$ cat src/rtl/spr_pkg.sv
package spr_pkg;

    localparam int COORD_BITS_DEF = 10;
    localparam int MAX_MULT_DEF   = 16;

    localparam int ROW_W      = 15;
    localparam int ROW_MAX    = 32767;
    localparam int IDX_W      = 20;
    localparam int MULT_REG_W = 5;
    localparam int SHIFT_W    = 8;
    localparam int APB_AW     = 5;
    localparam int APB_DW     = 32;

    typedef enum logic [1:0] {
        OP_CLEAR   = 2'd0,
        OP_MEASURE = 2'd1,
        OP_EMIT    = 2'd2,
        OP_NONE    = 2'd3
    } t_op;

    typedef enum logic [2:0] {
        REG_XMIN  = 3'd0,
        REG_YMIN  = 3'd1,
        REG_COLS  = 3'd2,
        REG_MULT  = 3'd3,
        REG_INV   = 3'd4,
        REG_SHIFT = 3'd5
    } t_reg;

    typedef enum logic [2:0] {
        ST_IDLE,
        ST_RUN,
        ST_LOC,
        ST_BOX,
        ST_DONE
    } t_state;

    typedef struct packed {
        logic step;
        t_op  op;
        logic valid;
    } t_box_cmd;

endpackage

$ cat src/rtl/spr_if.sv
interface spr_in_if import spr_pkg::*; #(
    parameter int COORD_BITS = COORD_BITS_DEF
) ();
    logic                  valid;
    logic                  ready;
    logic [1:0]            opcode;
    logic [COORD_BITS-1:0] pixel_x;
    logic [COORD_BITS-1:0] pixel_y;
    logic [IDX_W-1:0]      user_index;

    modport source (output valid, output opcode, output pixel_x, output pixel_y,
                    output user_index, input ready);
    modport sink   (input valid, input opcode, input pixel_x, input pixel_y,
                    input user_index, output ready);
endinterface

interface spr_out_if import spr_pkg::*; #(
    parameter int COORD_BITS = COORD_BITS_DEF
) ();
    logic                  valid;
    logic                  ready;
    logic                  written;
    logic [ROW_W-1:0]      map_row;
    logic [COORD_BITS-1:0] map_col;
    logic [IDX_W-1:0]      mapped_index;
    logic [ROW_W-1:0]      box_rows;
    logic [COORD_BITS:0]   box_cols;
    logic                  config_error;

    modport source (output valid, output written, output map_row, output map_col,
                    output mapped_index, output box_rows, output box_cols,
                    output config_error, input ready);
    modport sink   (input valid, input written, input map_row, input map_col,
                    input mapped_index, input box_rows, input box_cols,
                    input config_error, output ready);
endinterface

$ cat src/rtl/spr_regs.sv
module spr_regs import spr_pkg::*; #(
    parameter int COORD_BITS = COORD_BITS_DEF,
    parameter int MAX_MULT   = MAX_MULT_DEF,
    localparam int MW        = $clog2(MAX_MULT + 1)
) (
    input  logic                  i_clk,
    input  logic                  i_rst_n,
    input  logic                  psel,
    input  logic                  penable,
    input  logic                  pwrite,
    input  logic [APB_AW-1:0]     paddr,
    input  logic [APB_DW-1:0]     pwdata,
    output logic [APB_DW-1:0]     prdata,
    output logic                  pready,
    output logic [COORD_BITS-1:0] o_xmin,
    output logic [COORD_BITS-1:0] o_ymin,
    output logic [COORD_BITS:0]   o_cols,
    output logic [MW-1:0]         o_mult,
    output logic                  o_inv,
    output logic [SHIFT_W-1:0]    o_shift
);

    logic [COORD_BITS-1:0] r_xmin;
    logic [COORD_BITS-1:0] r_ymin;
    logic [COORD_BITS:0]   r_cols;
    logic [MULT_REG_W-1:0] r_mult;
    logic                  r_inv;
    logic [SHIFT_W-1:0]    r_shift;
    t_reg                  w_sel;
    logic                  w_wr;

    assign w_sel  = t_reg'(paddr[APB_AW-1:2]);
    assign w_wr   = psel & penable & pwrite;
    assign pready = 1'b1;

    always_ff @(posedge i_clk) begin
        if (!i_rst_n) begin
            r_xmin  <= '0;
            r_ymin  <= '0;
            r_cols  <= (COORD_BITS + 1)'(1);
            r_mult  <= MULT_REG_W'(1);
            r_inv   <= 1'b0;
            r_shift <= '0;
        end else if (w_wr) begin
            case (w_sel)
                REG_XMIN:  r_xmin  <= pwdata[COORD_BITS-1:0];
                REG_YMIN:  r_ymin  <= pwdata[COORD_BITS-1:0];
                REG_COLS:  r_cols  <= pwdata[COORD_BITS:0];
                REG_MULT:  r_mult  <= pwdata[MULT_REG_W-1:0];
                REG_INV:   r_inv   <= pwdata[0];
                REG_SHIFT: r_shift <= pwdata[SHIFT_W-1:0];
                default: ;
            endcase
        end
    end

    always_comb begin
        case (w_sel)
            REG_XMIN:  prdata = APB_DW'(r_xmin);
            REG_YMIN:  prdata = APB_DW'(r_ymin);
            REG_COLS:  prdata = APB_DW'(r_cols);
            REG_MULT:  prdata = APB_DW'(r_mult);
            REG_INV:   prdata = APB_DW'(r_inv);
            REG_SHIFT: prdata = APB_DW'(r_shift);
            default:   prdata = '0;
        endcase
    end

    // zero acts as one, large values clamp
    always_comb begin
        if (r_mult == '0) begin
            o_mult = MW'(1);
        end else if (int'(r_mult) > MAX_MULT) begin
            o_mult = MW'(MAX_MULT);
        end else begin
            o_mult = MW'(r_mult);
        end
    end

    assign o_xmin  = r_xmin;
    assign o_ymin  = r_ymin;
    assign o_cols  = r_cols;
    assign o_inv   = r_inv;
    assign o_shift = r_shift;

endmodule

$ cat src/rtl/spr_sdiv.sv
module spr_sdiv import spr_pkg::*; #(
    parameter int N  = COORD_BITS_DEF + 1,
    parameter int MW = $clog2(MAX_MULT_DEF + 1)
) (
    input  logic          i_clk,
    input  logic          i_start,
    input  logic          i_step,
    input  logic [N-1:0]  i_dividend,
    input  logic [MW-1:0] i_divisor,
    output logic [N-1:0]  o_quot,
    output logic [MW-1:0] o_rem
);

    logic [N-1:0]  r_q;
    logic [MW-1:0] r_rem;
    logic [MW:0]   w_trial;
    logic          w_ge;
    logic [MW-1:0] n_rem;

    // restoring division, one quotient bit per step, msb first
    assign w_trial = {r_rem, r_q[N-1]};
    assign w_ge    = w_trial >= {1'b0, i_divisor};

    always_comb begin
        if (w_ge) begin
            n_rem = MW'(w_trial - {1'b0, i_divisor});
        end else begin
            n_rem = w_trial[MW-1:0];
        end
    end

    always_ff @(posedge i_clk) begin
        if (i_start) begin
            r_q   <= i_dividend;
            r_rem <= '0;
        end else if (i_step) begin
            r_q   <= {r_q[N-2:0], w_ge};
            r_rem <= n_rem;
        end
    end

    assign o_quot = r_q;
    assign o_rem  = r_rem;

endmodule

$ cat src/rtl/spr_smul.sv
module spr_smul import spr_pkg::*; #(
    parameter int DW = COORD_BITS_DEF + 1,
    parameter int MW = $clog2(MAX_MULT_DEF + 1)
) (
    input  logic                    i_clk,
    input  logic                    i_start,
    input  logic                    i_step,
    input  logic signed [DW-1:0]    i_a,
    input  logic [MW-1:0]           i_b,
    output logic signed [DW+MW-1:0] o_prod
);

    logic signed [DW-1:0]    r_a;
    logic [MW-1:0]           r_b;
    logic signed [DW+MW-1:0] r_acc;
    logic signed [DW+MW-1:0] w_addend;

    // shift-add over the multiplier bits, msb first
    assign w_addend = r_b[MW-1] ? {{MW{r_a[DW-1]}}, r_a} : '0;

    always_ff @(posedge i_clk) begin
        if (i_start) begin
            r_a   <= i_a;
            r_b   <= i_b;
            r_acc <= '0;
        end else if (i_step) begin
            r_acc <= (r_acc <<< 1) + w_addend;
            r_b   <= r_b << 1;
        end
    end

    assign o_prod = r_acc;

endmodule

$ cat src/rtl/spr_box.sv
module spr_box import spr_pkg::*; #(
    parameter int COORD_BITS = COORD_BITS_DEF
) (
    input  logic                  i_clk,
    input  logic                  i_rst_n,
    input  t_box_cmd              i_cmd,
    input  logic [ROW_W-1:0]      i_row,
    input  logic [COORD_BITS-1:0] i_col,
    input  logic [IDX_W-1:0]      i_uidx,
    output logic                  o_written,
    output logic [ROW_W-1:0]      o_map_row,
    output logic [COORD_BITS-1:0] o_map_col,
    output logic [IDX_W-1:0]      o_map_idx,
    output logic [ROW_W-1:0]      o_box_rows,
    output logic [COORD_BITS:0]   o_box_cols
);

    logic [ROW_W-1:0]      r_row_lo, n_row_lo;
    logic [ROW_W-1:0]      r_row_hi, n_row_hi;
    logic [COORD_BITS-1:0] r_col_lo, n_col_lo;
    logic [COORD_BITS-1:0] r_col_hi, n_col_hi;
    logic                  r_empty, n_empty;
    logic                  r_written, n_written;
    logic [ROW_W-1:0]      r_mrow, n_mrow;
    logic [COORD_BITS-1:0] r_mcol, n_mcol;
    logic [IDX_W-1:0]      r_midx, n_midx;
    logic                  w_inside;

    assign w_inside = !r_empty && (i_row >= r_row_lo) && (i_row <= r_row_hi)
                      && (i_col >= r_col_lo) && (i_col <= r_col_hi);

    always_comb begin
        n_row_lo  = r_row_lo;
        n_row_hi  = r_row_hi;
        n_col_lo  = r_col_lo;
        n_col_hi  = r_col_hi;
        n_empty   = r_empty;
        n_written = 1'b0;
        n_mrow    = '0;
        n_mcol    = '0;
        n_midx    = '0;
        case (i_cmd.op)
            OP_CLEAR: begin
                n_row_lo = '1;
                n_row_hi = '0;
                n_col_lo = '1;
                n_col_hi = '0;
                n_empty  = 1'b1;
            end
            OP_MEASURE: begin
                if (i_cmd.valid) begin
                    if (r_empty || i_row < r_row_lo) n_row_lo = i_row;
                    if (r_empty || i_row > r_row_hi) n_row_hi = i_row;
                    if (r_empty || i_col < r_col_lo) n_col_lo = i_col;
                    if (r_empty || i_col > r_col_hi) n_col_hi = i_col;
                    n_empty = 1'b0;
                end
            end
            OP_EMIT: begin
                if (i_cmd.valid && w_inside) begin
                    n_written = 1'b1;
                    n_mrow    = i_row - r_row_lo;
                    n_mcol    = i_col - r_col_lo;
                    n_midx    = i_uidx;
                end
            end
            default: ;
        endcase
    end

    always_ff @(posedge i_clk) begin
        if (!i_rst_n) begin
            r_row_lo <= '1;
            r_row_hi <= '0;
            r_col_lo <= '1;
            r_col_hi <= '0;
            r_empty  <= 1'b1;
        end else if (i_cmd.step) begin
            r_row_lo <= n_row_lo;
            r_row_hi <= n_row_hi;
            r_col_lo <= n_col_lo;
            r_col_hi <= n_col_hi;
            r_empty  <= n_empty;
        end
    end

    always_ff @(posedge i_clk) begin
        if (i_cmd.step) begin
            r_written <= n_written;
            r_mrow    <= n_mrow;
            r_mcol    <= n_mcol;
            r_midx    <= n_midx;
        end
    end

    assign o_written  = r_written;
    assign o_map_row  = r_mrow;
    assign o_map_col  = r_mcol;
    assign o_map_idx  = r_midx;
    assign o_box_rows = r_empty ? '0 : ROW_W'(r_row_hi - r_row_lo + ROW_W'(1));
    assign o_box_cols = r_empty ? '0
                                : ({1'b0, r_col_hi} - {1'b0, r_col_lo} + (COORD_BITS + 1)'(1));

endmodule

$ cat src/rtl/strixel_pixel_remap.sv
// Strixel pixel remap. Each pixel transaction (opcode, pixel_x, pixel_y, user_index)
// gives exactly one result transaction. Clear empties the bounding box, measure grows
// it over valid pixels, emit reports the pixel's offset inside the box with its user
// index; box_rows/box_cols always show the box after the transaction and config_error
// flags a group width not divisible by the effective multiplicator. One transaction is
// in flight at a time. The bit-serial dividers produce one quotient bit per cycle for
// the strixel column and the strixel width, while a serial shift-add multiplier forms
// the row in the same cycles. A finished result waits in an output register, so the
// next pixel is taken while it is unread.
// Registers: 0 group_xmin, 1 group_ymin, 2 group_cols, 3 multiplicator, 4 inverse_order,
// 5 row_shift at byte addresses 4*index; the user must write them only while idle, as the block does not enforce it.
module strixel_pixel_remap import spr_pkg::*; #(
    parameter int COORD_BITS = COORD_BITS_DEF,
    parameter int MAX_MULT   = MAX_MULT_DEF
) (
    input  logic              i_clk,
    input  logic              i_rst_n,
    input  logic              psel,
    input  logic              penable,
    input  logic              pwrite,
    input  logic [APB_AW-1:0] paddr,
    input  logic [APB_DW-1:0] pwdata,
    output logic [APB_DW-1:0] prdata,
    output logic              pready,
    spr_in_if.sink            i_in,
    spr_out_if.source         o_out
);

    localparam int MW    = $clog2(MAX_MULT + 1);
    localparam int DIV_N = COORD_BITS + 1;
    localparam int STEPS = (DIV_N > MW) ? DIV_N : MW;
    localparam int CW    = $clog2(STEPS + 1);
    localparam int PW    = DIV_N + MW;
    localparam int RSW   = ((PW > SHIFT_W + 1) ? PW : SHIFT_W + 1) + 2;

    logic [COORD_BITS-1:0] w_xmin, w_ymin;
    logic [COORD_BITS:0]   w_cols;
    logic [MW-1:0]         w_mult;
    logic                  w_inv;
    logic [SHIFT_W-1:0]    w_shift;

    t_state r_state, n_state;
    logic [CW-1:0] r_cnt;

    logic w_accept, w_in_ready, w_div_step, w_mul_step, w_loc, w_box, w_load;

    t_op                r_op;
    logic [IDX_W-1:0]   r_uidx;
    logic               r_dx_ok;
    logic [COORD_BITS:0] w_dx, w_dy;

    logic [DIV_N-1:0]       w_q_dx, w_q_cols;
    logic [MW-1:0]          w_rem_dx, w_rem_cols;
    logic signed [PW-1:0]   w_prod;
    logic [MW-1:0]          w_sub;
    logic signed [RSW-1:0]  w_r;
    logic                   w_row_ok, w_col_ok;

    logic                  r_valid;
    logic [ROW_W-1:0]      r_row;
    logic [COORD_BITS-1:0] r_col;
    logic                  r_cfg_err;

    t_box_cmd              w_cmd;
    logic                  w_b_written;
    logic [ROW_W-1:0]      w_b_mrow, w_b_rows;
    logic [COORD_BITS-1:0] w_b_mcol;
    logic [IDX_W-1:0]      w_b_midx;
    logic [COORD_BITS:0]   w_b_cols;

    logic                  r_out_vld;
    logic                  r_o_written;
    logic [ROW_W-1:0]      r_o_mrow, r_o_rows;
    logic [COORD_BITS-1:0] r_o_mcol;
    logic [IDX_W-1:0]      r_o_midx;
    logic [COORD_BITS:0]   r_o_cols;
    logic                  r_o_err;

    spr_regs #(
        .COORD_BITS (COORD_BITS),
        .MAX_MULT   (MAX_MULT)
    ) u_regs (
        .i_clk   (i_clk),
        .i_rst_n (i_rst_n),
        .psel    (psel),
        .penable (penable),
        .pwrite  (pwrite),
        .paddr   (paddr),
        .pwdata  (pwdata),
        .prdata  (prdata),
        .pready  (pready),
        .o_xmin  (w_xmin),
        .o_ymin  (w_ymin),
        .o_cols  (w_cols),
        .o_mult  (w_mult),
        .o_inv   (w_inv),
        .o_shift (w_shift)
    );

    // control sequencer
    always_ff @(posedge i_clk) begin
        if (!i_rst_n) begin
            r_state <= ST_IDLE;
            r_cnt   <= '0;
        end else begin
            r_state <= n_state;
            if (r_state == ST_RUN) begin
                r_cnt <= r_cnt + CW'(1);
            end else begin
                r_cnt <= '0;
            end
        end
    end

    always_comb begin
        n_state = r_state;
        case (r_state)
            ST_IDLE: if (i_in.valid) n_state = ST_RUN;
            ST_RUN:  if (r_cnt == CW'(STEPS - 1)) n_state = ST_LOC;
            ST_LOC:  n_state = ST_BOX;
            ST_BOX:  n_state = ST_DONE;
            ST_DONE: if (!r_out_vld || o_out.ready) n_state = ST_IDLE;
            default: n_state = ST_IDLE;
        endcase
    end

    always_comb begin
        w_in_ready = 1'b0;
        w_div_step = 1'b0;
        w_mul_step = 1'b0;
        w_loc      = 1'b0;
        w_box      = 1'b0;
        w_load     = 1'b0;
        case (r_state)
            ST_IDLE: w_in_ready = 1'b1;
            ST_RUN: begin
                w_div_step = r_cnt < CW'(DIV_N);
                w_mul_step = r_cnt < CW'(MW);
            end
            ST_LOC:  w_loc  = 1'b1;
            ST_BOX:  w_box  = 1'b1;
            ST_DONE: w_load = !r_out_vld || o_out.ready;
            default: ;
        endcase
    end

    assign i_in.ready = w_in_ready;
    assign w_accept   = i_in.valid && w_in_ready;

    // offsets from the group origin
    assign w_dx = {1'b0, i_in.pixel_x} - {1'b0, w_xmin};
    assign w_dy = {1'b0, i_in.pixel_y} - {1'b0, w_ymin};

    always_ff @(posedge i_clk) begin
        if (w_accept) begin
            r_op    <= t_op'(i_in.opcode);
            r_uidx  <= i_in.user_index;
            r_dx_ok <= !w_dx[COORD_BITS];
        end
    end

    spr_sdiv #(.N(DIV_N), .MW(MW)) u_div_col (
        .i_clk      (i_clk),
        .i_start    (w_accept),
        .i_step     (w_div_step),
        .i_dividend ({1'b0, w_dx[COORD_BITS-1:0]}),
        .i_divisor  (w_mult),
        .o_quot     (w_q_dx),
        .o_rem      (w_rem_dx)
    );

    spr_sdiv #(.N(DIV_N), .MW(MW)) u_div_width (
        .i_clk      (i_clk),
        .i_start    (w_accept),
        .i_step     (w_div_step),
        .i_dividend (w_cols),
        .i_divisor  (w_mult),
        .o_quot     (w_q_cols),
        .o_rem      (w_rem_cols)
    );

    spr_smul #(.DW(DIV_N), .MW(MW)) u_mul (
        .i_clk   (i_clk),
        .i_start (w_accept),
        .i_step  (w_mul_step),
        .i_a     ($signed(w_dy)),
        .i_b     (w_mult),
        .o_prod  (w_prod)
    );

    // strixel row and validity
    assign w_sub    = w_inv ? (w_mult - MW'(1) - w_rem_dx) : w_rem_dx;
    assign w_r      = RSW'(w_prod) + $signed(RSW'({1'b0, w_sub}))
                      + $signed(RSW'({1'b0, w_shift}));
    assign w_row_ok = !w_r[RSW-1] && (int'(w_r) <= ROW_MAX);
    assign w_col_ok = w_q_dx < w_q_cols;

    always_ff @(posedge i_clk) begin
        if (w_loc) begin
            r_valid   <= r_dx_ok && w_row_ok && w_col_ok;
            r_row     <= ROW_W'($unsigned(w_r));
            r_col     <= w_q_dx[COORD_BITS-1:0];
            r_cfg_err <= |w_rem_cols;
        end
    end

    assign w_cmd.step  = w_box;
    assign w_cmd.op    = r_op;
    assign w_cmd.valid = r_valid;

    spr_box #(.COORD_BITS(COORD_BITS)) u_box (
        .i_clk      (i_clk),
        .i_rst_n    (i_rst_n),
        .i_cmd      (w_cmd),
        .i_row      (r_row),
        .i_col      (r_col),
        .i_uidx     (r_uidx),
        .o_written  (w_b_written),
        .o_map_row  (w_b_mrow),
        .o_map_col  (w_b_mcol),
        .o_map_idx  (w_b_midx),
        .o_box_rows (w_b_rows),
        .o_box_cols (w_b_cols)
    );

    // output register
    always_ff @(posedge i_clk) begin
        if (!i_rst_n) begin
            r_out_vld <= 1'b0;
        end else if (w_load) begin
            r_out_vld <= 1'b1;
        end else if (o_out.ready) begin
            r_out_vld <= 1'b0;
        end
    end

    always_ff @(posedge i_clk) begin
        if (w_load) begin
            r_o_written <= w_b_written;
            r_o_mrow    <= w_b_mrow;
            r_o_mcol    <= w_b_mcol;
            r_o_midx    <= w_b_midx;
            r_o_rows    <= w_b_rows;
            r_o_cols    <= w_b_cols;
            r_o_err     <= r_cfg_err;
        end
    end

    assign o_out.valid        = r_out_vld;
    assign o_out.written      = r_o_written;
    assign o_out.map_row      = r_o_mrow;
    assign o_out.map_col      = r_o_mcol;
    assign o_out.mapped_index = r_o_midx;
    assign o_out.box_rows     = r_o_rows;
    assign o_out.box_cols     = r_o_cols;
    assign o_out.config_error = r_o_err;

endmodule

$ cat src/flat_wrapper.sv
// flat-port wrapper written by rule: the top's interface ports become plain ports
module strixel_pixel_remap_flat import spr_pkg::*;
#(
    parameter int COORD_BITS = COORD_BITS_DEF,
    parameter int MAX_MULT   = MAX_MULT_DEF
)
  (i_clk, i_rst_n, psel, penable, pwrite, paddr, pwdata, prdata, pready, i_in_valid, i_in_opcode, i_in_pixel_x, i_in_pixel_y, i_in_user_index, i_in_ready, o_out_valid, o_out_written, o_out_map_row, o_out_map_col, o_out_mapped_index, o_out_box_rows, o_out_box_cols, o_out_config_error, o_out_ready);
  spr_in_if #(.COORD_BITS(COORD_BITS)) i_in_i ();
  spr_out_if #(.COORD_BITS(COORD_BITS)) o_out_i ();
  input  logic i_clk;
  input  logic i_rst_n;
  input  logic psel;
  input  logic penable;
  input  logic pwrite;
  input  logic [APB_AW-1:0] paddr;
  input  logic [APB_DW-1:0] pwdata;
  output logic [APB_DW-1:0] prdata;
  output logic pready;
  input wire logic [$bits(i_in_i.valid)-1:0] i_in_valid;
  input wire logic [$bits(i_in_i.opcode)-1:0] i_in_opcode;
  input wire logic [$bits(i_in_i.pixel_x)-1:0] i_in_pixel_x;
  input wire logic [$bits(i_in_i.pixel_y)-1:0] i_in_pixel_y;
  input wire logic [$bits(i_in_i.user_index)-1:0] i_in_user_index;
  output wire logic [$bits(i_in_i.ready)-1:0] i_in_ready;
  output wire logic [$bits(o_out_i.valid)-1:0] o_out_valid;
  output wire logic [$bits(o_out_i.written)-1:0] o_out_written;
  output wire logic [$bits(o_out_i.map_row)-1:0] o_out_map_row;
  output wire logic [$bits(o_out_i.map_col)-1:0] o_out_map_col;
  output wire logic [$bits(o_out_i.mapped_index)-1:0] o_out_mapped_index;
  output wire logic [$bits(o_out_i.box_rows)-1:0] o_out_box_rows;
  output wire logic [$bits(o_out_i.box_cols)-1:0] o_out_box_cols;
  output wire logic [$bits(o_out_i.config_error)-1:0] o_out_config_error;
  input wire logic [$bits(o_out_i.ready)-1:0] o_out_ready;
  assign i_in_i.valid = i_in_valid;
  assign i_in_i.opcode = i_in_opcode;
  assign i_in_i.pixel_x = i_in_pixel_x;
  assign i_in_i.pixel_y = i_in_pixel_y;
  assign i_in_i.user_index = i_in_user_index;
  assign i_in_ready = i_in_i.ready;
  assign o_out_valid = o_out_i.valid;
  assign o_out_written = o_out_i.written;
  assign o_out_map_row = o_out_i.map_row;
  assign o_out_map_col = o_out_i.map_col;
  assign o_out_mapped_index = o_out_i.mapped_index;
  assign o_out_box_rows = o_out_i.box_rows;
  assign o_out_box_cols = o_out_i.box_cols;
  assign o_out_config_error = o_out_i.config_error;
  assign o_out_i.ready = o_out_ready;
  strixel_pixel_remap #(.COORD_BITS(COORD_BITS), .MAX_MULT(MAX_MULT)) u_core (.i_clk(i_clk), .i_rst_n(i_rst_n), .psel(psel), .penable(penable), .pwrite(pwrite), .paddr(paddr), .pwdata(pwdata), .prdata(prdata), .pready(pready), .i_in(i_in_i), .o_out(o_out_i));
endmodule
$ cat config.mk
export PLATFORM = sky130hd
export DESIGN_NAME = strixel_pixel_remap_flat
export DESIGN_NICKNAME = d
export VERILOG_FILES = /design/src/rtl/spr_pkg.sv /design/src/rtl/spr_if.sv /design/src/rtl/spr_regs.sv /design/src/rtl/spr_sdiv.sv /design/src/rtl/spr_smul.sv /design/src/rtl/spr_box.sv /design/src/rtl/strixel_pixel_remap.sv /design/src/flat_wrapper.sv
export SDC_FILE = /design/constraint.sdc
export NUM_CORES = 1
export LEC_CHECK = 0
export ABC_AREA = 1
export ABC_CLOCK_PERIOD_IN_PS = 15200
export BUFFER_PORTS_ARGS = -buffer_cell sky130_fd_sc_hd__buf_4
export CORE_ASPECT_RATIO = 1.75
export CORE_MARGIN = 2
export CORE_UTILIZATION = 31
export CTS_CLUSTER_SIZE = 10
export DETAILED_ROUTE_END_ITERATION = 7
export MAX_ROUTING_LAYER = met4
export PLACE_DENSITY = 0.52
export SLEW_MARGIN = 20
export SYNTH_ARGS = -nofsm -noshare
export SYNTH_HDL_FRONTEND = slang
export SYNTH_SLANG_ARGS = --single-unit
$ cat constraint.sdc
create_clock -name i_clk -period 15.2 [get_ports i_clk]
set_input_delay 4.56 -clock i_clk [delete_from_list [all_inputs] [get_ports i_clk]]
set_output_delay 4.56 -clock i_clk [all_outputs]
set_load 0.05 [all_outputs]
==> results of run 1 <==
[synth_stat cells, types with 4 or more instances]
cell	count
sky130_fd_sc_hd__a22oi_1	4
sky130_fd_sc_hd__fa_1	16
sky130_fd_sc_hd__clkbuf_1	20
sky130_fd_sc_hd__o21ai_0	138
sky130_fd_sc_hd__nand2_2	4
sky130_fd_sc_hd__nor2_4	4
sky130_fd_sc_hd__xnor2_1	20
sky130_fd_sc_hd__buf_2	16
sky130_fd_sc_hd__nor3_1	19
sky130_fd_sc_hd__edfxtp_1	206
sky130_fd_sc_hd__buf_6	6
sky130_fd_sc_hd__inv_2	18
sky130_fd_sc_hd__nor2_1	212
sky130_fd_sc_hd__o21bai_1	8
sky130_fd_sc_hd__nand2_1	385
sky130_fd_sc_hd__nor2_2	15
sky130_fd_sc_hd__a21oi_1	160
sky130_fd_sc_hd__nand3_1	105
sky130_fd_sc_hd__a31oi_1	9
sky130_fd_sc_hd__dfxtp_1	131
sky130_fd_sc_hd__o22ai_1	5
sky130_fd_sc_hd__nand4_1	20
sky130_fd_sc_hd__o21ai_1	6
sky130_fd_sc_hd__inv_1	292
sky130_fd_sc_hd__buf_4	24
sky130_fd_sc_hd__a21o_1	11
sky130_fd_sc_hd__o31ai_1	6
sky130_fd_sc_hd__xor2_1	38
sky130_fd_sc_hd__o211ai_1	15
sky130_fd_sc_hd__or2_2	9
sky130_fd_sc_hd__o221ai_1	9
sky130_fd_sc_hd__ha_1	168
[flip-flops by register name, indices dropped and copies added (netlist names), 15 cells and up]
signal,flops
u_core.o_out.map_row,15
u_core.u_box.r_row_hi,15
u_core.o_out.mapped_index,20
u_core.u_box.o_map_row,15
u_core.u_box.r_row_lo,15
u_core.o_out.box_rows,15
u_core.r_uidx,20
u_core.u_box.o_map_idx,20
u_core.u_mul.o_prod,16
u_core.r_row,15
[power groups by stage]
stage | clock, mW | sequential (mW) | combinational [mW]
detailed placement | 0 | 1.16 | 0.576
global route | 0.987 | 1.15 | 0.665
floorplan | 0 | 1.14 | 0.434
finish | 0.921 | 1.14 | 0.577
global placement | 0 | 1.16 | 0.566
CTS | 0.957 | 1.14 | 0.582
[worst max-delay path by stage]
stage	start	end	slack, ns	cells past startpoint
2_1_floorplan	o_out_ready	u_core.o_out.box_cols[0]	3.01	2
3_3_place_gp	paddr[2]	prdata[4]	4.85	7
3_5_place_dp	paddr[2]	prdata[4]	4.88	7
4_1_cts	paddr[2]	prdata[4]	4.88	7
5_1_grt	paddr[2]	prdata[4]	4.76	7
6_report	paddr[2]	prdata[4]	4.89	7
[metrics by stage]
stage	power [mW]	instances	setup slack (ns)	util
floorplan	1.57	2160	3.01	-
global placement	1.73	3035	4.85	0.344
detailed placement	1.74	3035	4.88	0.344
CTS	2.68	3111	4.88	0.365
global route	2.80	3112	4.76	0.365
finish	2.64	3112	4.89	0.365
[layout by cell type (no fill, tap or decap), drive strengths merged, types with 2 or more instances in the layout]
master | Yosys | layout
a21boi | 3 | 3
a21o | 11 | 11
a21oi | 161 | 161
a22oi | 4 | 4
a31oi | 9 | 9
and2 | 2 | 2
buf | 48 | 157
clkbuf | 20 | 69
clkinv | 1 | 6
conb | 2 | 22
dfxtp | 131 | 131
edfxtp | 206 | 206
fa | 16 | 16
ha | 168 | 168
inv | 310 | 311
nand2 | 392 | 392
nand3 | 109 | 109
nand3b | 2 | 2
nand4 | 21 | 21
nor2 | 232 | 232
nor3 | 23 | 23
nor4 | 2 | 2
o2111ai | 3 | 3
o211ai | 15 | 15
o21a | 2 | 2
o21ai | 146 | 146
o21bai | 9 | 9
o221ai | 9 | 9
o22ai | 5 | 5
o31ai | 6 | 6
or2 | 9 | 9
xnor2 | 20 | 20
xor2 | 38 | 38
[per-layer routing]
layer,track usage,part of all wire,up-vias
met5,-,0,-
met4,0.0720,0.044,0
met3,0.0267,0.043,92
met2,0.294,0.53,353
met1,0.161,0.38,6668
li1,-,-,7410
[cell type report]
cell class,count,share of cell area
antenna,1,0.000114
clock buffer,69,0.0528
clock inverter,7,0.00398
inverter,311,0.0531
multi-input combinational,1444,0.391
sequential,337,0.400
tap,786,0.0447
timing repair buffer,157,0.0536
[cells by family (layout without fill, tap and decap cells)]
group,count (synthesis),in the layout,share of synthesized area
fa+ha+maj,184,184,0.128
compound gates,386,386,0.114
simple gates,794,794,0.182
flops,337,337,0.466
xor+xnor,58,58,0.0269
buf+inv,379,544,0.0835
other cells,2,23,0.000397
[worst register-to-register path: stages (launching register included)]
cell and delay, ns:
sky130_fd_sc_hd__dfxtp_1 0.31, sky130_fd_sc_hd__inv_1 0.08, sky130_fd_sc_hd__a31oi_1 0.26, sky130_fd_sc_hd__nor2_1 0.14
sky130_fd_sc_hd__ha_1 0.24, sky130_fd_sc_hd__fa_1 0.40, sky130_fd_sc_hd__nand2_1 0.11, sky130_fd_sc_hd__nand2_1 0.06
sky130_fd_sc_hd__a21oi_1 0.16, sky130_fd_sc_hd__nor2_1 0.06, sky130_fd_sc_hd__nor2_1 0.14, sky130_fd_sc_hd__xor2_1 0.24
sky130_fd_sc_hd__fa_1 0.46, sky130_fd_sc_hd__ha_1 0.35, sky130_fd_sc_hd__nand2_1 0.08, sky130_fd_sc_hd__o21ai_0 0.29
sky130_fd_sc_hd__nand2_1 0.10, sky130_fd_sc_hd__nand3_1 0.21, sky130_fd_sc_hd__nand3_1 0.10, sky130_fd_sc_hd__nand2_1 0.08
sky130_fd_sc_hd__nand4_1 0.16, sky130_fd_sc_hd__nor2_1 0.16
==> summary.txt, run 1 <==
Outcome
  – Outcome: complete, no violations

Timing
  – Worst hold-check slack: about 0.42 ns
  – Final Hold Vio Count: 0
  – Final-report max-slew violation count: 0
  – Clock Skews: between 0.03 and 0.04 ns
  – Tcrit/Tclk final: 0.679
  – Final-report setup violation count: 0
  – Final setup TNS: 0 ns
  – Setup repair after global routing missed its margin: false
  – Post-route minimum period: a little over 10 ns
  – Max Freq: around 97 MHz
  – Least-Margin Pin Slew: 1.02 ns
  – Slew Limit Headroom: 0.322

Power and ir drop
  – Power Density: between 100 and 150 nW/um2
  – Sw Share: 0.311
  – Net switching power of the design: around 0.8 mW
  – Reported leakage power: 9.84 nW
  – Clock power share: 0.349
  – Maximum VDD drop: 0.0796 mV
  – Combinational share of power: 0.219
  – Internal Dissipation: around 1.8 mW
  – Fraction of power consumed by sequential logic: 0.432

Job
  – Max cap viols: 0

Worst setup path
  – Data required time at the worst endpoint: ~11 ns
  – Highest fanout seen on the critical path: 10
  – Critical Path, Cell by Cell: buf_4 -> nor2_1 -> nand2_2 -> o22ai_1 -> a21oi_1 -> o221ai_1 -> buf_4
  – Data arrival time at the worst-slack endpoint: between 5 and 6 ns
  – Endpoint of the lowest-slack register-to-register path: u_core.r_valid
  – Critical path launch point type: primary input
  – Kind of cell with the highest combined delay on the critical path: simple AND/OR/NAND/NOR gates
  – Start of the worst register-to-register path: u_core.u_regs.r_mult[2]
  – Worst Path Buf+Inv: 2
  – Startpoint-to-endpoint class of the critical path: primary input to primary output
  – Number of cell instances on the worst register-to-register path: 21
  – R2R Setup Slk: approximately 11 ns
  – Critical path endpoint category: primary output
  – Highest-delay cell along the critical path: sky130_fd_sc_hd__nor2_1
  – Most used cell, CP: sky130_fd_sc_hd__buf_4
  – Maximum single-stage delay on the critical path: approximately 0.25 ns

Place
  – Routability Congestion: slightly below 0.9
  – Post-Place Cell Area: slightly above 20000 um2
  – PortBufs: roughly 150
  – Post-detail-place hpwl: 37500 um

Clocking
  – Count of instances resized after the clock tree is built: 0
  – Number of post-CTS setup repair buffers: 0
  – Number of H-tree levels: 2
  – Number of buffers on the longest clock path: 3
  – Clock-pin slew on the worst setup and hold paths: ~0.05 ns
  – # clock sinks: 337
  – Number of buffers inserted for hold repair after clock tree synthesis: 0
  – Clock tree from TritonCTS: done
  – Number of clock buffers inserted by TritonCTS: between 40 and 50
  – Clock latency on the worst-skew pair: around 0.57 ns
  – Cell at the root of the clock tree: sky130_fd_sc_hd__clkbuf_16

Die
  – Starting Density: 0.314
  – Y dimension of the die: between 300 and 400 um
  – Horiz. Die Dim: about 190 um
  – Top Ports: 194
  – Std cell rows: approximately 120
  – Core Region: just over 60000 um2
  – Overall die area: between 60000 and 70000 um2

Global routing
  – Total grt overflow: 0
  – GRT Overall Usage: 0.158
  – Global-route wire length before repair: 75900 um
  – Initial antenna violation count: 1
  – Number of global-route vias before repair: 14400
  – Maximum number of pins on one net before global-route repair: 100

Detailed routing
  – Total number of vias: 14500
  – DRC marker count from the first detailed-route iteration: approximately 640
  – DRC violations left: 0
  – Final wirelength: about 49000 um
  – Average via count per standard cell: 4.67
  – Number of optimization iterations in the first detailed-route pass: 5
  – Number of antenna-violating nets in the routed design: 0
  – Routed length per instance: around 16 um

Synth
  – Number of standard cells after synthesis: 2140
  – Cell types with the largest area share after synthesis: sky130_fd_sc_hd__edfxtp_1, sky130_fd_sc_hd__dfxtp_1, sky130_fd_sc_hd__ha_1
  – Proportion of netlist area held by the largest area contributor: 0.327
  – Sequential area share after synthesis: 0.466
  – Primary flip-flop cell chosen by synthesis mapping: sky130_fd_sc_hd__edfxtp_1
  – Synthesized flop and latch total: approximately 340
  – Number of synthesized flops with an enable pin: a little over 200
  – Synth cell types: 57
  – Cell area after technology mapping: roughly 19000 um2
  – Synthesized area per cell: 8.83 um2
  – Count of warnings emitted by yosys: 0
  – Cell taking the most area after synthesis: sky130_fd_sc_hd__edfxtp_1
  – Fraction of registers with async set/reset: 0

Finish
  – Final design area excluding fillers: between 20000 and 25000 um2
  – Storage element area: approximately 8800 um2
  – Area growth syn-to-layout: 16.3%
  – Total area of multi-input combinational cells: around 8600 um2
  – Share of layout cells above drive strength 1: 0.120
  – Filler Cells Inserted: just over 6000
  – Final Net Count: approximately 2600

Min path
  – Worst hold-check path type: flop to flop
  – Worst hold path stage count: 0
  – Sink of the worst hold path: u_core.o_out.map_row[9]
  – Startpoint of the tightest hold check path: u_core.u_box.o_map_row[9]
No activity file was read; power rests on OpenSTA's default activity.
==> inputs of run 2 (changes only) <==
--- a/config.mk
+++ b/config.mk
@@ -5,8 +5,8 @@
 export SDC_FILE = /design/constraint.sdc
 export NUM_CORES = 1
 export LEC_CHECK = 0
-export ABC_AREA = 1
-export ABC_CLOCK_PERIOD_IN_PS = 15200
+export ABC_AREA = 0
+export ABC_CLOCK_PERIOD_IN_PS = 9400
 export BUFFER_PORTS_ARGS = -buffer_cell sky130_fd_sc_hd__buf_4
 export CORE_ASPECT_RATIO = 1.75
 export CORE_MARGIN = 2
@@ -14,7 +14,7 @@
 export CTS_CLUSTER_SIZE = 10
 export DETAILED_ROUTE_END_ITERATION = 7
 export MAX_ROUTING_LAYER = met4
-export PLACE_DENSITY = 0.52
+export PLACE_DENSITY = 0.54
 export SLEW_MARGIN = 20
 export SYNTH_ARGS = -nofsm -noshare
 export SYNTH_HDL_FRONTEND = slang
==> constraint.sdc (replaced) <==
create_clock -name i_clk -period 9.4 [get_ports i_clk]
set_input_delay 2.82 -clock i_clk [delete_from_list [all_inputs] [get_ports i_clk]]
set_output_delay 2.82 -clock i_clk [all_outputs]
set_load 0.05 [all_outputs]
==> summary.txt, run 2 <==
Global routing
  – Met1 usage: 0.164
  – Global route hottest layer: met2
  – Maximum number of pins on one net before global-route repair: about 100
  – Global-route wire length before repair: between 70000 and 80000 um
  – Met2 demand-to-capacity share in global routing: 0.259
  – GRT Overall Usage: 0.146
  – Initial antenna violation count: 0
  – Total grt overflow: 0
  – Met3 usage in global routing: 0.0174
  – Number of global-route vias before repair: roughly 13000

Finish
  – Final standard cell utilization of the core: 0.366
  – Share of layout cells above drive strength 1: 0.114
  – Final standard cell count with taps included and fillers excluded: 2741
  – Final Net Count: 2200
  – Commonest non-fill, non-tap cells in the layout: sky130_fd_sc_hd__edfxtp_1, sky130_fd_sc_hd__ha_1, sky130_fd_sc_hd__buf_4
  – Area growth syn-to-layout: 16.8%
  – Commonest non-fill, non-tap cell in the layout: sky130_fd_sc_hd__edfxtp_1
  – Diodes inserted: 0

Synth
  – Fraction of registers with async set/reset: 0
  – Cell types with the largest area share after synthesis: sky130_fd_sc_hd__edfxtp_1, sky130_fd_sc_hd__dfxtp_1, sky130_fd_sc_hd__ha_1
  – Synthesized area per cell: roughly 10 um2
  – Synthesized flop and latch total: roughly 340
  – Cell area after technology mapping: approximately 18000 um2
  – Most instantiated library cell after synthesis: sky130_fd_sc_hd__edfxtp_1
  – Count of warnings emitted by yosys: 0
  – Number of synthesized flops with an enable pin: around 200
  – Number of standard cells after synthesis: 1781
  – Synth cell types: 65
  – Synth cell count leaders: sky130_fd_sc_hd__edfxtp_1, sky130_fd_sc_hd__ha_1, sky130_fd_sc_hd__nand2_1, sky130_fd_sc_hd__inv_1, sky130_fd_sc_hd__dfxtp_1
  – Cell taking the most area after synthesis: sky130_fd_sc_hd__edfxtp_1
  – Proportion of netlist area held by the largest area contributor: 0.335
  – Sequential area share after synthesis: 0.476
  – Primary flip-flop cell chosen by synthesis mapping: sky130_fd_sc_hd__edfxtp_1

Detailed routing
  – DRC marker count from the first detailed-route iteration: 636
  – DRC violations left: 0
  – Routed length per instance: 16.1 um
  – Number of antenna-violating nets in the routed design: 0
  – Total number of vias: 12900
  – Average via count per standard cell: roughly 4.7
  – Final wirelength: approximately 44000 um
  – Number of optimization iterations in the first detailed-route pass: 7

Worst setup path
  – Start of the worst register-to-register path: u_core.u_regs.r_mult[4]
  – Endpoint of the lowest-slack register-to-register path: u_core.r_valid
  – Kind of cell with the highest combined delay on the critical path: simple AND/OR/NAND/NOR gates
  – Critical path endpoint category: primary output
  – Data required time at the worst endpoint: 6.58 ns
  – Number of cell instances on the worst register-to-register path: 17
  – Highest fanout seen on the critical path: 24
  – Critical path launch point type: primary input
  – Highest-delay cell along the critical path: sky130_fd_sc_hd__nor2b_1
  – Startpoint of the worst setup timing path: paddr[3]
  – Maximum single-stage delay on the critical path: between 0.3 and 0.4 ns
  – Data arrival time at the worst-slack endpoint: 4.08 ns
  – Critical Path, Cell by Cell: buf_4 -> nor2b_1 -> nor2b_1 -> nand2_1 -> o21ai_0 -> buf_4
  – Worst Path Buf+Inv: 2
  – Startpoint-to-endpoint class of the critical path: primary input to primary output
  – R2R Setup Slk: around 4.7 ns
  – Destination of the critical timing path: prdata[6]
  – WP depth: 6

Timing
  – Final setup TNS: 0 ns
  – Post-route setup slack: 2.50 ns
  – Least-Margin Pin Slew: 1.03 ns
  – Max Freq: roughly 140 MHz
  – Slew Limit Headroom: 0.312
  – Tcrit/Tclk final: 0.734
  – Setup repair after global routing missed its margin: false
  – Post-route minimum period: between 6 and 7 ns
  – Final Hold Vio Count: 0
  – Clock Skews: about 0.026 ns
  – Final-report setup violation count: 0
  – Final-report max-slew violation count: 0

Clocking
  – Clock tree from TritonCTS: done
  – Number of buffers on the longest clock path: 3
  – # clock sinks: approximately 340
  – Clock latency on the worst-skew pair: between 0.5 and 0.6 ns
  – Number of buffers inserted for hold repair after clock tree synthesis: 0
  – Number of clock buffers inserted by TritonCTS: 40
  – Cell at the root of the clock tree: sky130_fd_sc_hd__clkbuf_16
  – Count of instances resized after the clock tree is built: 0
  – Clock-pin slew on the worst setup and hold paths: around 0.06 ns
  – Number of post-CTS setup repair buffers: 0
  – Number of H-tree levels: 2

Die
  – Horiz. Die Dim: roughly 190 um
  – Core Region: a little under 60000 um2
  – Std cell rows: 118
  – Top Ports: between 150 and 200
  – Y dimension of the die: between 300 and 400 um
  – Overall die area: ~60000 um2
  – Starting Density: 0.313

Place
  – PortBufs: roughly 150
  – Cell Count Post-Placement: 2667
  – Dpl ws: around 2.5 ns
  – Routability Congestion: between 0.8 and 0.9
  – Post-detail-place hpwl: around 34000 um

Job
  – Max cap viols: 0

Outcome
  – Outcome: complete, no violations

Power and ir drop
  – Maximum VDD drop: approximately 0.11 mV
  – Total chip power: ~3.7 mW
  – Power Density: about 170 nW/um2
  – Reported leakage power: a little under 9 nW

Min path
  – Worst hold-check path type: flop to flop
## run 2: worst min-delay path by stage
stage          cells after the start                       endpoint  slack (ns)                        from
2_1_floorplan                      0      u_core.o_out.config_error        0.40            u_core.r_cfg_err
3_3_place_gp                       0  u_core.o_out.mapped_index[10]        0.40  u_core.u_box.o_map_idx[10]
3_5_place_dp                       0        u_core.o_out.map_row[0]        0.40   u_core.u_box.o_map_row[0]
4_1_cts                            0   u_core.o_out.mapped_index[5]        0.39   u_core.u_box.o_map_idx[5]
5_1_grt                            0   u_core.o_out.mapped_index[9]        0.42   u_core.u_box.o_map_idx[9]
6_report                           0  u_core.o_out.mapped_index[11]        0.40  u_core.u_box.o_map_idx[11]
## run 2: logic make-up (layout without fill, tap and decap cells)
family | count (synthesis) | in the layout | synth area share
other cells | 2 | 22 | 0.000406
compound gates | 325 | 325 | 0.109
flops | 337 | 337 | 0.476
simple gates | 546 | 546 | 0.146
buf+inv | 221 | 381 | 0.0499
mux | 102 | 102 | 0.0562
fa+ha+maj | 184 | 184 | 0.131
xor+xnor | 64 | 64 | 0.0303
## run 2: cell type report
class	instances	area, um2
Clock inverter	4	50.0
Timing Repair Buffer	159	1200
Clock buffer	69	1140
Sequential cell	337	8810
Inverter	149	561
Fill cell	5985	37500
Multi-Input combinational cell	1243	8860
Tap cell	780	976
## run 2: report_power, final
part | switching (mW) | internal [mW] | total, mW
clock network | 0.620 | 0.826 | 1.45
registers | 0.0643 | 1.65 | 1.71
logic | 0.340 | 0.248 | 0.588
## run 2: layer usage
metal	vias up	share of wire	routed length, um
li1	6525	-	-
met1	6043	0.41	17900
met2	274	0.51	22600
met3	91	0.038	1670
met4	0	0.044	1950
met5	-	0	0
## run 2: stage by stage
step / cell area [um2] / hold slack [ns]
floorplan: 18600 / 0.400
global placement: 20400 / 0.402
detailed placement: 20400 / 0.405
CTS: 21600 / 0.394
global route: 21600 / 0.418
finish: 21600 / 0.396
==> inputs of run 3 (changes only) <==
--- a/config.mk
+++ b/config.mk
@@ -6,7 +6,7 @@
 export NUM_CORES = 1
 export LEC_CHECK = 0
 export ABC_AREA = 0
-export ABC_CLOCK_PERIOD_IN_PS = 9400
+export ABC_CLOCK_PERIOD_IN_PS = 5600
 export BUFFER_PORTS_ARGS = -buffer_cell sky130_fd_sc_hd__buf_4
 export CORE_ASPECT_RATIO = 1.75
 export CORE_MARGIN = 2
==> constraint.sdc (replaced) <==
create_clock -name i_clk -period 5.6 [get_ports i_clk]
set_input_delay 1.68 -clock i_clk [delete_from_list [all_inputs] [get_ports i_clk]]
set_output_delay 1.68 -clock i_clk [all_outputs]
set_load 0.05 [all_outputs]
==> summary.txt, run 3 (synthesis results as in run 2) <==
Detailed routing
  – Number of antenna-violating nets in the routed design: 0
  – Routed length per instance: 16.0 um
  – Total number of vias: 12900
  – Number of optimization iterations in the first detailed-route pass: 5
  – Final wirelength: roughly 44000 um
  – Average via count per standard cell: approximately 4.7
  – DRC marker count from the first detailed-route iteration: approximately 580
  – DRC violations left: 0

Power and ir drop
  – Reported leakage power: around 8.9 nW
  – Maximum VDD drop: between 0.2 and 0.25 mV
  – Net switching power of the design: ~1.7 mW
  – Power Density: 289 nW/um2
  – Fraction of power consumed by sequential logic: 0.462
  – Sw Share: 0.272
  – Combinational share of power: 0.159
  – Clock power share: 0.380
  – Internal Dissipation: approximately 4.5 mW

Worst setup path
  – Endpoint of the lowest-slack register-to-register path: u_core.r_valid
  – Critical path endpoint category: flop
  – Maximum single-stage delay on the critical path: around 0.46 ns
  – Critical path launch point type: flop
  – Number of cell instances on the worst register-to-register path: 17
  – Worst Path Buf+Inv: 2
  – Data required time at the worst endpoint: 5.95 ns
  – Highest-delay cell along the critical path: sky130_fd_sc_hd__fa_1
  – Data arrival time at the worst-slack endpoint: 5.06 ns
  – R2R Setup Slk: between 0.8 and 0.9 ns
  – Start of the worst register-to-register path: u_core.u_regs.r_mult[4]
  – Startpoint-to-endpoint class of the critical path: flop to flop
  – Critical Path, Cell by Cell: inv_1 -> nand2_1 -> inv_1 -> fa_1 -> a21o_1 -> a21oi_1 -> xnor2_1 -> nand2_1 -> xnor2_1 -> fa_1 -> ha_1 -> o21ai_0 -> a21boi_0 -> o21ai_0 -> a21oi_1 -> nand4_1 -> a221oi_1
  – Highest fanout seen on the critical path: 7
  – Kind of cell with the highest combined delay on the critical path: compound AO/OA/AOI/OAI gates

Finish
  – Final standard cell count with taps included and fillers excluded: 2742
  – Share of layout cells above drive strength 1: 0.114
  – Diodes inserted: 0
  – Final Net Count: between 2000 and 2500
  – Commonest non-fill, non-tap cell in the layout: sky130_fd_sc_hd__edfxtp_1
  – Area growth syn-to-layout: 16.7%
  – Commonest non-fill, non-tap cells in the layout: sky130_fd_sc_hd__edfxtp_1, sky130_fd_sc_hd__ha_1, sky130_fd_sc_hd__buf_4

Clocking
  – Clock-pin slew on the worst setup and hold paths: 0.05 ns
  – Number of H-tree levels: 2
  – Number of buffers on the longest clock path: 3
  – Count of instances resized after the clock tree is built: 0
  – # clock sinks: 337
  – Number of clock buffers inserted by TritonCTS: 40
  – Number of post-CTS setup repair buffers: 0
  – Number of buffers inserted for hold repair after clock tree synthesis: 0
  – Clock latency on the worst-skew pair: approximately 0.55 ns
  – Cell at the root of the clock tree: sky130_fd_sc_hd__clkbuf_16
  – Clock tree from TritonCTS: done

Place
  – PortBufs: approximately 150
  – Cell Count Post-Placement: roughly 2700
  – Post-detail-place hpwl: approximately 34000 um
  – Routability Congestion: between 0.8 and 0.9

Timing
  – Setup repair after global routing missed its margin: false
  – Final-report setup violation count: 0
  – Least-Margin Pin Slew: approximately 1.1 ns
  – Final setup TNS: 0 ns
  – Clock Skews: roughly 0.016 ns
  – Final-report max-slew violation count: 0
  – Post-route minimum period: ~4.7 ns
  – Slew Limit Headroom: 0.278
  – Max Freq: about 210 MHz
  – Final Hold Vio Count: 0
  – Tcrit/Tclk final: 0.841

Die
  – Horiz. Die Dim: 189 um
  – Core Region: just under 60000 um2
  – Overall die area: a little over 60000 um2
  – Std cell rows: 118
  – Y dimension of the die: about 330 um
  – Starting Density: 0.313
  – Top Ports: 194

Global routing
  – Initial antenna violation count: 0
  – GRT Overall Usage: 0.145
  – Global-route wire length before repair: 69200 um
  – Met1 usage: 0.157
  – Met2 demand-to-capacity share in global routing: 0.263
  – Total grt overflow: 0
  – Maximum number of pins on one net before global-route repair: ~80
  – Global route hottest layer: met2
  – Met3 usage in global routing: 0.0183
  – Number of global-route vias before repair: 13100

Min path
  – Startpoint of the tightest hold check path: u_core.u_box.o_map_idx[9]
  – Worst hold-check path type: flop to flop
  – Worst hold path stage count: 0
  – Sink of the worst hold path: u_core.o_out.mapped_index[9]

Job
  – Max cap viols: 0

Outcome
  – Outcome: complete, no violations
==> run 3: worst max-delay path by stage <==
stage,end,from,depth (start not counted)
after floorplan,u_core.o_out.box_cols[0],o_out_ready,2
after global placement,u_core.r_valid,u_core.u_regs.r_mult[4],17
after detailed placement,u_core.r_valid,u_core.u_regs.r_mult[4],17
after CTS,u_core.r_valid,u_core.u_regs.r_mult[4],17
after global routing,u_core.r_valid,u_core.u_regs.r_mult[1],18
final,u_core.r_valid,u_core.u_regs.r_mult[4],17
==> run 3: layout make-up <==
type | count | area (um2)
flip-flops and latches | 337 | 8810
multi-input cells | 1243 | 8860
fillers | 5979 | 37500
clock inverters | 5 | 62.6
clock buffers | 68 | 1110
repair buffers | 160 | 1200
inverters | 149 | 559
well taps | 780 | 976
==> run 3: power by group through the flow <==
stage | sequential (mW) | combinational, mW | clock [mW]
2_1_floorplan | 2.88 | 0.773 | 0
3_3_place_gp | 2.93 | 0.959 | 0
3_5_place_dp | 2.93 | 0.987 | 0
4_1_cts | 2.88 | 0.994 | 2.46
5_1_grt | 2.89 | 1.14 | 2.54
6_report | 2.88 | 0.988 | 2.36
==> run 3: stage by stage <==
step	total power, mW	worst slack [ns]	util	area [um2]	hold WS (ns)
4_1_cts	6.33	0.801	0.365	21600	0.407
2_1_floorplan	3.66	0.0931	-	18600	0.400
3_3_place_gp	3.89	0.967	0.345	20400	0.400
3_5_place_dp	3.92	0.823	0.345	20400	0.405
5_1_grt	6.57	0.371	0.365	21600	0.420
6_report	6.23	0.890	0.365	21600	0.410
==> run 3: metal layers <==
| metal | wire length [um] | up-vias | part of all wire |
|---|---|---|---|
| li1 | - | 6532 | - |
| met1 | 17600 | 5983 | 0.40 |
| met2 | 22800 | 252 | 0.52 |
| met3 | 1470 | 83 | 0.033 |
| met4 | 1870 | 0 | 0.043 |
| met5 | 0 | - | 0 |
==> run 3: worst register-to-register path: cells and delay by family, from the launching register on <==
kind | cells | cell delay, ns
AOI/OAI and AO/OA | 7 | 1.62
DFF | 1 | 0.39
and+or+nand+nor | 3 | 0.53
xor gates and xnor gates | 2 | 0.36
adders and majority gates | 3 | 1.26
buffers and inverters | 2 | 0.36
